**config.mk**
```make
export PLATFORM = sky130hd
export DESIGN_NAME = command_keyword_abbrev_match_flat
export DESIGN_NICKNAME = d
export VERILOG_FILES = /design/src/rtl/ckam_pkg.sv /design/src/rtl/ckam_cmd_if.sv /design/src/rtl/ckam_res_if.sv /design/src/rtl/ckam_cmp_stage.sv /design/src/rtl/ckam_match_stage.sv /design/src/rtl/ckam_pick_stage.sv /design/src/rtl/command_keyword_abbrev_match.sv /design/src/flat_wrapper.sv
export SDC_FILE = /design/constraint.sdc
export NUM_CORES = 1
export LEC_CHECK = 0
export ABC_AREA = 0
export ABC_CLOCK_PERIOD_IN_PS = 8350
export BUFFER_PORTS_ARGS = -buffer_cell sky130_fd_sc_hd__buf_2
export CELL_PAD_IN_SITES_DETAIL_PLACEMENT = 1
export CELL_PAD_IN_SITES_GLOBAL_PLACEMENT = 2
export CORE_ASPECT_RATIO = 0.9
export CORE_MARGIN = 8
export CORE_UTILIZATION = 31
export DETAILED_ROUTE_END_ITERATION = 10
export GPL_ROUTABILITY_DRIVEN = 0
export PLACE_DENSITY = 0.75
export SLEW_MARGIN = 10
export SYNTH_ARGS = -nofsm -noshare
export SYNTH_HDL_FRONTEND = slang
export SYNTH_SLANG_ARGS = --single-unit
```
**constraint.sdc**
```tcl
create_clock -name clk -period 8.35 [get_ports clk]
set_input_delay 1.67 -clock clk [delete_from_list [all_inputs] [get_ports clk]]
set_output_delay 1.67 -clock clk [all_outputs]
set_load 0.03 [all_outputs]
```
**src/rtl/ckam_pkg.sv**
```systemverilog
// shared types, keyword table and codes for the command keyword matcher
`default_nettype none
package ckam_pkg;

	localparam int NUM_BYTES   = 7;
	localparam int NUM_ENTRIES = 17;
	localparam int NAME_LEN    = 7;
	localparam int LEN_W       = 3;

	localparam logic [7:0] CHAR_DOLLAR = 8'h24;

	typedef enum logic [3:0] {
		CODE_SYNTAX   = 4'd0,
		CODE_DIR      = 4'd1,
		CODE_ASSIGN   = 4'd2,
		CODE_BLOCK    = 4'd3,
		CODE_CD       = 4'd4,
		CODE_INIT     = 4'd5,
		CODE_MKDIR    = 4'd6,
		CODE_POSITION = 4'd7,
		CODE_RENAME   = 4'd8,
		CODE_RMDIR    = 4'd9,
		CODE_SCRATCH  = 4'd10,
		CODE_TIME     = 4'd11,
		CODE_USER     = 4'd12,
		CODE_EXT      = 4'd13
	} cmd_code_t;

	// keyword names in scan order, zero padded
	localparam logic [7:0] KW_TEXT [NUM_ENTRIES][NAME_LEN] = '{
		'{"A", "S", "S", "I", "G", "N", 8'h00},
		'{"B", "L", "O", "C", "K", 8'h00, 8'h00},
		'{"C", "O", "P", "Y", 8'h00, 8'h00, 8'h00},
		'{"C", "D", 8'h00, 8'h00, 8'h00, 8'h00, 8'h00},
		'{"C", "H", "D", "I", "R", 8'h00, 8'h00},
		'{"I", "N", "I", "T", 8'h00, 8'h00, 8'h00},
		'{"M", "-", 8'h00, 8'h00, 8'h00, 8'h00, 8'h00},
		'{"M", "K", "D", "I", "R", 8'h00, 8'h00},
		'{"M", "D", 8'h00, 8'h00, 8'h00, 8'h00, 8'h00},
		'{"P", 8'h00, 8'h00, 8'h00, 8'h00, 8'h00, 8'h00},
		'{"R", "E", "N", "A", "M", "E", 8'h00},
		'{"R", "M", "D", "I", "R", 8'h00, 8'h00},
		'{"R", "D", 8'h00, 8'h00, 8'h00, 8'h00, 8'h00},
		'{"S", "C", "R", "A", "T", "C", "H"},
		'{"T", "I", "M", "E", 8'h00, 8'h00, 8'h00},
		'{"U", "S", "E", "R", 8'h00, 8'h00, 8'h00},
		'{"X", 8'h00, 8'h00, 8'h00, 8'h00, 8'h00, 8'h00}
	};

	localparam logic [LEN_W-1:0] KW_LEN [NUM_ENTRIES] = '{
		3'd6, 3'd5, 3'd4, 3'd2, 3'd5, 3'd4, 3'd2, 3'd5, 3'd2,
		3'd1, 3'd6, 3'd5, 3'd2, 3'd7, 3'd4, 3'd4, 3'd1
	};

	localparam cmd_code_t KW_CODE [NUM_ENTRIES] = '{
		CODE_ASSIGN, CODE_BLOCK, CODE_SYNTAX, CODE_CD, CODE_CD, CODE_INIT, CODE_SYNTAX,
		CODE_MKDIR, CODE_MKDIR, CODE_POSITION, CODE_RENAME, CODE_RMDIR, CODE_RMDIR,
		CODE_SCRATCH, CODE_TIME, CODE_USER, CODE_EXT
	};

	// per-byte compare results
	typedef struct packed {
		logic [NUM_ENTRIES-1:0][NAME_LEN-1:0] eq;
		logic [NUM_BYTES-1:0]                 letter;
		logic                                 dollar;
	} cmp_t;

	// per-entry match results
	typedef struct packed {
		logic [NUM_ENTRIES-1:0] hit;
		logic [LEN_W-1:0]       first_nl;
		logic                   dollar;
	} hit_t;

	function automatic logic is_letter(input logic [7:0] c);
		return ((c >= 8'h41) && (c <= 8'h5A)) || ((c >= 8'h61) && (c <= 8'h7A));
	endfunction

endpackage
`default_nettype wire

```
**src/rtl/ckam_cmd_if.sv**
```systemverilog
// input channel: seven command bytes with valid/ready
`default_nettype none
interface ckam_cmd_if;
	logic       valid;
	logic       ready;
	logic [7:0] byte0;
	logic [7:0] byte1;
	logic [7:0] byte2;
	logic [7:0] byte3;
	logic [7:0] byte4;
	logic [7:0] byte5;
	logic [7:0] byte6;

	modport source (output valid, byte0, byte1, byte2, byte3, byte4, byte5, byte6,
		input ready);
	modport sink (input valid, byte0, byte1, byte2, byte3, byte4, byte5, byte6,
		output ready);
endinterface
`default_nettype wire

```
**src/rtl/ckam_res_if.sv**
```systemverilog
// result channel: command code and match length with valid/ready
`default_nettype none
interface ckam_res_if;
	logic       valid;
	logic       ready;
	logic [3:0] command_code;
	logic [2:0] match_length;

	modport source (output valid, command_code, match_length, input ready);
	modport sink (input valid, command_code, match_length, output ready);
endinterface
`default_nettype wire

```
**src/rtl/ckam_cmp_stage.sv**
```systemverilog
// stage 1: letter classes and byte compares against every keyword
`default_nettype none
module ckam_cmp_stage (
	input  wire logic        clk,
	input  wire logic        arst_n,
	ckam_cmd_if.sink         cmd,
	output ckam_pkg::cmp_t   data_s1,
	output logic             valid_s1,
	input  wire logic        ready_dn
);
	import ckam_pkg::*;

	logic [7:0] bytes [NUM_BYTES];
	cmp_t       cmp_d;

	assign bytes[0] = cmd.byte0;
	assign bytes[1] = cmd.byte1;
	assign bytes[2] = cmd.byte2;
	assign bytes[3] = cmd.byte3;
	assign bytes[4] = cmd.byte4;
	assign bytes[5] = cmd.byte5;
	assign bytes[6] = cmd.byte6;

	assign cmd.ready = !valid_s1 || ready_dn;

	always_comb begin
		cmp_d.dollar = (bytes[0] == CHAR_DOLLAR);
		for (int j = 0; j < NUM_BYTES; j++) begin
			cmp_d.letter[j] = is_letter(bytes[j]);
		end
		for (int e = 0; e < NUM_ENTRIES; e++) begin
			for (int j = 0; j < NAME_LEN; j++) begin
				cmp_d.eq[e][j] = (bytes[j] == KW_TEXT[e][j]);
			end
		end
	end

	always_ff @(posedge clk or negedge arst_n) begin
		if (!arst_n) begin
			valid_s1 <= 1'b0;
		end else if (cmd.ready) begin
			valid_s1 <= cmd.valid;
		end
	end

	always_ff @(posedge clk) begin
		if (cmd.ready && cmd.valid) begin
			data_s1 <= cmp_d;
		end
	end
endmodule
`default_nettype wire

```
**src/rtl/ckam_match_stage.sv**
```systemverilog
// stage 2: per-keyword hit flags and the first non-letter position
`default_nettype none
module ckam_match_stage (
	input  wire logic             clk,
	input  wire logic             arst_n,
	input  wire ckam_pkg::cmp_t   data_s1,
	input  wire logic             valid_s1,
	output logic                  ready_s1,
	output ckam_pkg::hit_t        data_s2,
	output logic                  valid_s2,
	input  wire logic             ready_dn
);
	import ckam_pkg::*;

	logic [NUM_BYTES-1:0] prefix;
	hit_t                 hit_d;

	assign ready_s1 = !valid_s2 || ready_dn;

	always_comb begin
		// prefix[j]: bytes 0..j are all letters
		prefix[0] = data_s1.letter[0];
		for (int j = 1; j < NUM_BYTES; j++) begin
			prefix[j] = prefix[j-1] && data_s1.letter[j];
		end
		hit_d.first_nl = LEN_W'(NUM_BYTES);
		for (int j = NUM_BYTES - 1; j >= 0; j--) begin
			if (!data_s1.letter[j]) begin
				hit_d.first_nl = LEN_W'(j);
			end
		end
		// an entry fails on a mismatch inside both its name and the letter run
		for (int e = 0; e < NUM_ENTRIES; e++) begin
			hit_d.hit[e] = 1'b1;
			for (int j = 0; j < NAME_LEN; j++) begin
				if ((j < int'(KW_LEN[e])) && prefix[j] && !data_s1.eq[e][j]) begin
					hit_d.hit[e] = 1'b0;
				end
			end
		end
		hit_d.dollar = data_s1.dollar;
	end

	always_ff @(posedge clk or negedge arst_n) begin
		if (!arst_n) begin
			valid_s2 <= 1'b0;
		end else if (ready_s1) begin
			valid_s2 <= valid_s1;
		end
	end

	always_ff @(posedge clk) begin
		if (ready_s1 && valid_s1) begin
			data_s2 <= hit_d;
		end
	end
endmodule
`default_nettype wire

```
**src/rtl/ckam_pick_stage.sv**
```systemverilog
// stage 3: first hit in table order, length and code, output register
`default_nettype none
module ckam_pick_stage (
	input  wire logic             clk,
	input  wire logic             arst_n,
	input  wire ckam_pkg::hit_t   data_s2,
	input  wire logic             valid_s2,
	output logic                  ready_s2,
	ckam_res_if.source            res
);
	import ckam_pkg::*;

	logic             valid_s3;
	cmd_code_t        code_s3;
	logic [LEN_W-1:0] len_s3;
	logic             found;
	cmd_code_t        sel_code;
	logic [LEN_W-1:0] sel_len;
	cmd_code_t        code_d;
	logic [LEN_W-1:0] len_d;

	assign ready_s2 = !valid_s3 || res.ready;

	always_comb begin
		found    = 1'b0;
		sel_code = CODE_SYNTAX;
		sel_len  = '0;
		for (int e = 0; e < NUM_ENTRIES; e++) begin
			if (!found && data_s2.hit[e]) begin
				found    = 1'b1;
				sel_code = KW_CODE[e];
				sel_len  = KW_LEN[e];
			end
		end
		// match ends where the name ends or the letter run ends
		if (data_s2.first_nl < sel_len) begin
			sel_len = data_s2.first_nl;
		end
		if (data_s2.dollar) begin
			code_d = CODE_DIR;
			len_d  = LEN_W'(1);
		end else if (!found || (sel_len == '0)) begin
			code_d = CODE_SYNTAX;
			len_d  = '0;
		end else begin
			code_d = sel_code;
			len_d  = sel_len;
		end
	end

	always_ff @(posedge clk or negedge arst_n) begin
		if (!arst_n) begin
			valid_s3 <= 1'b0;
		end else if (ready_s2) begin
			valid_s3 <= valid_s2;
		end
	end

	always_ff @(posedge clk) begin
		if (ready_s2 && valid_s2) begin
			code_s3 <= code_d;
			len_s3  <= len_d;
		end
	end

	assign res.valid        = valid_s3;
	assign res.command_code = code_s3;
	assign res.match_length = len_s3;
endmodule
`default_nettype wire

```
**src/rtl/command_keyword_abbrev_match.sv**
```systemverilog
// Command keyword matcher: takes the first seven bytes of a command string and
// returns the command code and the number of characters the keyword used.
// Names may be abbreviated at any non-letter; a leading '$' is the directory
// command. Three register stages (byte compare, per-keyword hit, pick and
// output register); a beat is accepted every cycle while stage 1 is empty or
// moves on, and its result passes through the compare and hit registers to
// the output register. Up to three beats are held. Stalls propagate back
// stage by stage, so empty stages still fill while the output waits.
`default_nettype none
module command_keyword_abbrev_match (
	input  wire logic   clk,
	input  wire logic   arst_n,
	ckam_cmd_if.sink    cmd,
	ckam_res_if.source  res
);
	import ckam_pkg::*;

	cmp_t data_s1;
	logic valid_s1;
	logic ready_s1;
	hit_t data_s2;
	logic valid_s2;
	logic ready_s2;

	ckam_cmp_stage u_cmp (
		.clk      (clk),
		.arst_n   (arst_n),
		.cmd      (cmd),
		.data_s1  (data_s1),
		.valid_s1 (valid_s1),
		.ready_dn (ready_s1)
	);

	ckam_match_stage u_match (
		.clk      (clk),
		.arst_n   (arst_n),
		.data_s1  (data_s1),
		.valid_s1 (valid_s1),
		.ready_s1 (ready_s1),
		.data_s2  (data_s2),
		.valid_s2 (valid_s2),
		.ready_dn (ready_s2)
	);

	ckam_pick_stage u_pick (
		.clk      (clk),
		.arst_n   (arst_n),
		.data_s2  (data_s2),
		.valid_s2 (valid_s2),
		.ready_s2 (ready_s2),
		.res      (res)
	);

	// an empty output register means the whole pipe can move
	a_ready_when_empty: assert property (@(posedge clk) disable iff (!arst_n)
		!res.valid |-> cmd.ready)
		else $error("input not ready with empty output");

	a_dir_length: assert property (@(posedge clk) disable iff (!arst_n)
		res.valid && (res.command_code == CODE_DIR) |-> (res.match_length == 3'd1))
		else $error("dir result with wrong length");

	a_zero_len_syntax: assert property (@(posedge clk) disable iff (!arst_n)
		res.valid && (res.match_length == 3'd0) |-> (res.command_code == CODE_SYNTAX))
		else $error("zero length with non-syntax code");

	a_dollar_to_dir: assert property (@(posedge clk) disable iff (!arst_n)
		valid_s2 && ready_s2 && data_s2.dollar |=> (res.command_code == CODE_DIR))
		else $error("leading dollar not reported as dir");

	a_code_range: assert property (@(posedge clk) disable iff (!arst_n)
		res.valid |-> (res.command_code <= CODE_EXT))
		else $error("command code out of range");
endmodule
`default_nettype wire
```
**src/flat_wrapper.sv**
```systemverilog
// flat-port wrapper written by rule: the top's interface ports become plain ports
module command_keyword_abbrev_match_flat import ckam_pkg::*;
  (clk, arst_n, cmd_valid, cmd_byte0, cmd_byte1, cmd_byte2, cmd_byte3, cmd_byte4, cmd_byte5, cmd_byte6, cmd_ready, res_valid, res_command_code, res_match_length, res_ready);
  ckam_cmd_if cmd_i ();
  ckam_res_if res_i ();
  input  wire logic clk;
  input  wire logic arst_n;
  input wire logic [$bits(cmd_i.valid)-1:0] cmd_valid;
  input wire logic [$bits(cmd_i.byte0)-1:0] cmd_byte0;
  input wire logic [$bits(cmd_i.byte1)-1:0] cmd_byte1;
  input wire logic [$bits(cmd_i.byte2)-1:0] cmd_byte2;
  input wire logic [$bits(cmd_i.byte3)-1:0] cmd_byte3;
  input wire logic [$bits(cmd_i.byte4)-1:0] cmd_byte4;
  input wire logic [$bits(cmd_i.byte5)-1:0] cmd_byte5;
  input wire logic [$bits(cmd_i.byte6)-1:0] cmd_byte6;
  output wire logic [$bits(cmd_i.ready)-1:0] cmd_ready;
  output wire logic [$bits(res_i.valid)-1:0] res_valid;
  output wire logic [$bits(res_i.command_code)-1:0] res_command_code;
  output wire logic [$bits(res_i.match_length)-1:0] res_match_length;
  input wire logic [$bits(res_i.ready)-1:0] res_ready;
  assign cmd_i.valid = cmd_valid;
  assign cmd_i.byte0 = cmd_byte0;
  assign cmd_i.byte1 = cmd_byte1;
  assign cmd_i.byte2 = cmd_byte2;
  assign cmd_i.byte3 = cmd_byte3;
  assign cmd_i.byte4 = cmd_byte4;
  assign cmd_i.byte5 = cmd_byte5;
  assign cmd_i.byte6 = cmd_byte6;
  assign cmd_ready = cmd_i.ready;
  assign res_valid = res_i.valid;
  assign res_command_code = res_i.command_code;
  assign res_match_length = res_i.match_length;
  assign res_i.ready = res_ready;
  command_keyword_abbrev_match u_core (.clk(clk), .arst_n(arst_n), .cmd(cmd_i), .res(res_i));
endmodule
```
==> reports/metrics.csv <==
stage,metric,value,unit
critical_path,reg2regPathDepth,9,
critical_path,path_max_fanout,3,
floorplanning,start_util,0.313,
synthesis,ys_ff_latch,87,
job,cap_violations,0,
clock_tree,postCtsSetupBuffers,0,
final_layout,multi_input_area,1680,um2
drt,viasPerCell,4.96,
sta,fin_setup_tns,0,ns
synthesis,avgSynthCellArea,10.7,um2
sta,min_period,3.92,ns
sta,setup_slack,4.43,ns
floorplanning,die_h,128,um
synthesis,yosysSeqAreaShare,0.599,
global_routing,grt_pass1_vias,3607,
critical_path,required,6.68,ns
clock_tree,tritoncts,yes,
final_layout,drive_above_1_share,0.195,
critical_path,reg2reg_slack,5.20,ns
clock_tree,clk_latency,0.34,ns
synthesis,synth_area,4340,um2
place,hpwl,7850,um
sta,max_slew_margin,0.423,
global_routing,use_met1,0.138,
clock_tree,htree_levels,3,
sta,finalMaxSlewViolations,0,
drt,antenna_left,0,
critical_path,critPathArrivalTime,2.25,ns
synthesis,ys.flop_type,edfxtp_1,
drt,drc_errors,0,
sta,finalCritPeriodShare,0.470,
synthesis,synth_edf_count,84,
global_routing,grt-ovfl-total,0,
drt,drtIter0Drc,178,
critical_path,worst_path_most_repeated_cell,buf_2,
critical_path,rr_startpoint,u_core.u_match.data_s2[5],
global_routing,use_met2,0.204,
drt,wl_per_cell,15.4,um
synthesis,yosys_warnings,0,
clock_tree,clk_path_buf_depth,2,
clock_tree,root_buffer,clkbuf_16,
floorplanning,die_area,18000,um2
drt,dr.pass1.iters,4,
floorplanning,num_rows,41,
floorplanning,die_w,141,um
critical_path,max_stage_delay,0.19,ns
drt,vias,3264,
floorplanning,coreArea,13900,um2
place,pre_cts_ws,4.42,ns
status,run_status,finished clean,
final_layout,nets,544,
synthesis,synthDominantCellAreaShare,0.582,
synthesis,yosys.area.top_type,edfxtp_1,
critical_path,critPathKind,in2out,
critical_path,critPathBufInv,2,
final_layout,fillCellCount,1588,
sta,fmax,255,MHz
clock_tree,cts_resized,0,
pwr,p_per_area,197,nW/um2
final_layout,fin_util,0.372,
final_layout,seqCellArea,2600,um2
sta,clock_skew,0.0102,ns
clock_tree,hold_buffers,0,
clock_tree,cts_buffers,9,
synthesis,synth_cell_types,48,
final_layout,areaGrowthSynthToFinish,18.7,%
sta,grt_setup_unrepaired,no,
min_path,min_delay_path_depth,0,
critical_path,endpoint_kind,output port,
final_layout,antenna_cells,0,
global_routing,track_usage,0.116,
clock_tree,clkTransAtPathRegs,0.06,ns
global_routing,grt_max_degree,57,
pwr,ir_drop,0.000102,V
min_path,hp-class,reg2reg,
global_routing,grt_util_met3,0.0290,
drt,drt-total-wl,10100,um
synthesis,synthArstFlopShare,0.0345,
global_routing,busiest_layer,met2,
sta,hold_viol_final,0,
sta,setup_viol,0,
pwr,p_leak,1.85,nW
synthesis,syn_inst,406,
global_routing,antenna_found_initial,0,
critical_path,cp_slowest_cell,buf_2,
synthesis,synth_nets,469,
floorplanning,io_pins,69,
sta,tightest_slew,0.865,ns
clock_tree,cts_sinks,87,
min_path,hp-start,u_core.u_cmp.data_s1[0],
critical_path,critPathTopFamily,buffers and inverters,
critical_path,cp-start-kind,input port,
critical_path,path_cells,buf_2 > nor2b_1 > nand3_1 > buf_2,
synthesis,synth.area.top_cells,"edfxtp_1 (58%), nor2_1 (4.9%), nand2_1 (4.4%), nand2b_1 (3.3%), nor3_1 (3.1%)",
critical_path,reg2reg_to,u_core.u_pick.res.command_code[0],
min_path,min_to,u_core.u_match.data_s2[0],
place,port_buffers,68,
global_routing,grt_pass1_wl,17000,um
metal layers:
layer	wire length, um	vias to the layer above
li1	-	1653
met1	4660	1562
met2	5050	40
met3	299	9
met4	107	0
met5	0	-
final cells by class:
type	count	share of cell area
repair buffers	69	0.0676
multi-input cells	302	0.325
clock buffers	10	0.0445
inverters	12	0.00875
well taps	172	0.0418
clock inverters	6	0.00729
flip-flops and latches	87	0.505
where the power goes:
group | leakage, nW | switching, mW | internal, mW
sequential | 0.861 | 0.0228 | 0.516
clock | 0.128 | 0.160 | 0.200
combinational | 0.860 | 0.0715 | 0.0426
total | 1.85 | 0.254 | 0.759
registers in the layout (all words and copies together) (netlist names):
signal                          cells
u_core.u_cmp.data_s1               56
u_core.u_pick.res.valid             1
u_core.u_pick.res.match_length      3
u_core.u_match.valid_s2             1
u_core.u_cmp.valid_s1               1
u_core.u_pick.res.command_code      4
u_core.u_match.data_s2             21
logic make-up after synthesis:
group                      count (synthesis)  share of synthesized area
buffers and inverters                     17                     0.0150
AOI/OAI and AO/OA                         82                      0.120
and+or+nand+nor                          217                      0.257
adders and majority gates                  3                    0.00866
DFF                                       87                      0.599
metrics by stage:
| stage | hold WS, ns | cell area, um2 | instances | total power, mW |
|---|---|---|---|---|
| 6_report | 0.420 | 5150 | 658 | 1.01 |
| 3_5_place_dp | 0.407 | 4880 | 642 | 0.664 |
| 5_1_grt | 0.434 | 5150 | 658 | 1.06 |
| 2_1_floorplan | 0.400 | 4340 | 406 | 0.613 |
| 3_3_place_gp | 0.418 | 4880 | 642 | 0.659 |
| 4_1_cts | 0.422 | 5150 | 658 | 1.03 |
cells in the final DEF (no fill, tap or decap), types with 4 or more instances in the layout:
| cell | instances |
|---|---|
| buf_2 | 68 |
| clkbuf_16 | 9 |
| nand2_1 | 51 |
| nor4b_1 | 4 |
| a21boi_0 | 4 |
| nand3_1 | 5 |
| a21oi_1 | 21 |
| edfxtp_1 | 84 |
| or4_1 | 4 |
| nor3_1 | 27 |
| a211oi_1 | 8 |
| nand2b_1 | 23 |
| nor2_1 | 57 |
| nor3b_1 | 5 |
| nor2b_1 | 8 |
| o21ai_0 | 26 |
| nand3b_1 | 7 |
| a31oi_1 | 4 |
| inv_1 | 12 |
| or3_1 | 5 |
synth_stat cells, types with 2 or more instances:
cell type,count
a211oi_1,8
or4_1,4
edfxtp_1,84
nor3b_1,5
or2_2,2
o21ai_0,26
a21boi_0,4
dfrtp_1,3
nand4_1,2
o21bai_1,3
or3_1,5
nand3_1,5
clkbuf_1,4
and2_1,4
nor3_1,27
nand3b_1,7
nor4_1,3
nor2b_1,8
o22ai_1,3
nand2_1,51
ha_1,3
a2111oi_2,2
a21o_1,3
nor4b_1,4
a21oi_1,21
nor2_1,57
inv_1,12
nand2b_1,23
a31oi_1,4
worst max-delay path by stage:
stage,start,end,slack (ns),cells after the start
finish,res_ready,cmd_ready,4.43,4
global route,res_ready,cmd_ready,4.35,4
CTS,res_ready,cmd_ready,4.41,4
detailed placement,res_ready,cmd_ready,4.42,4
global placement,res_ready,cmd_ready,4.42,4
floorplan,res_ready,u_core.u_cmp.data_s1[0],4.54,3
Power figures use the tool's default switching activity.
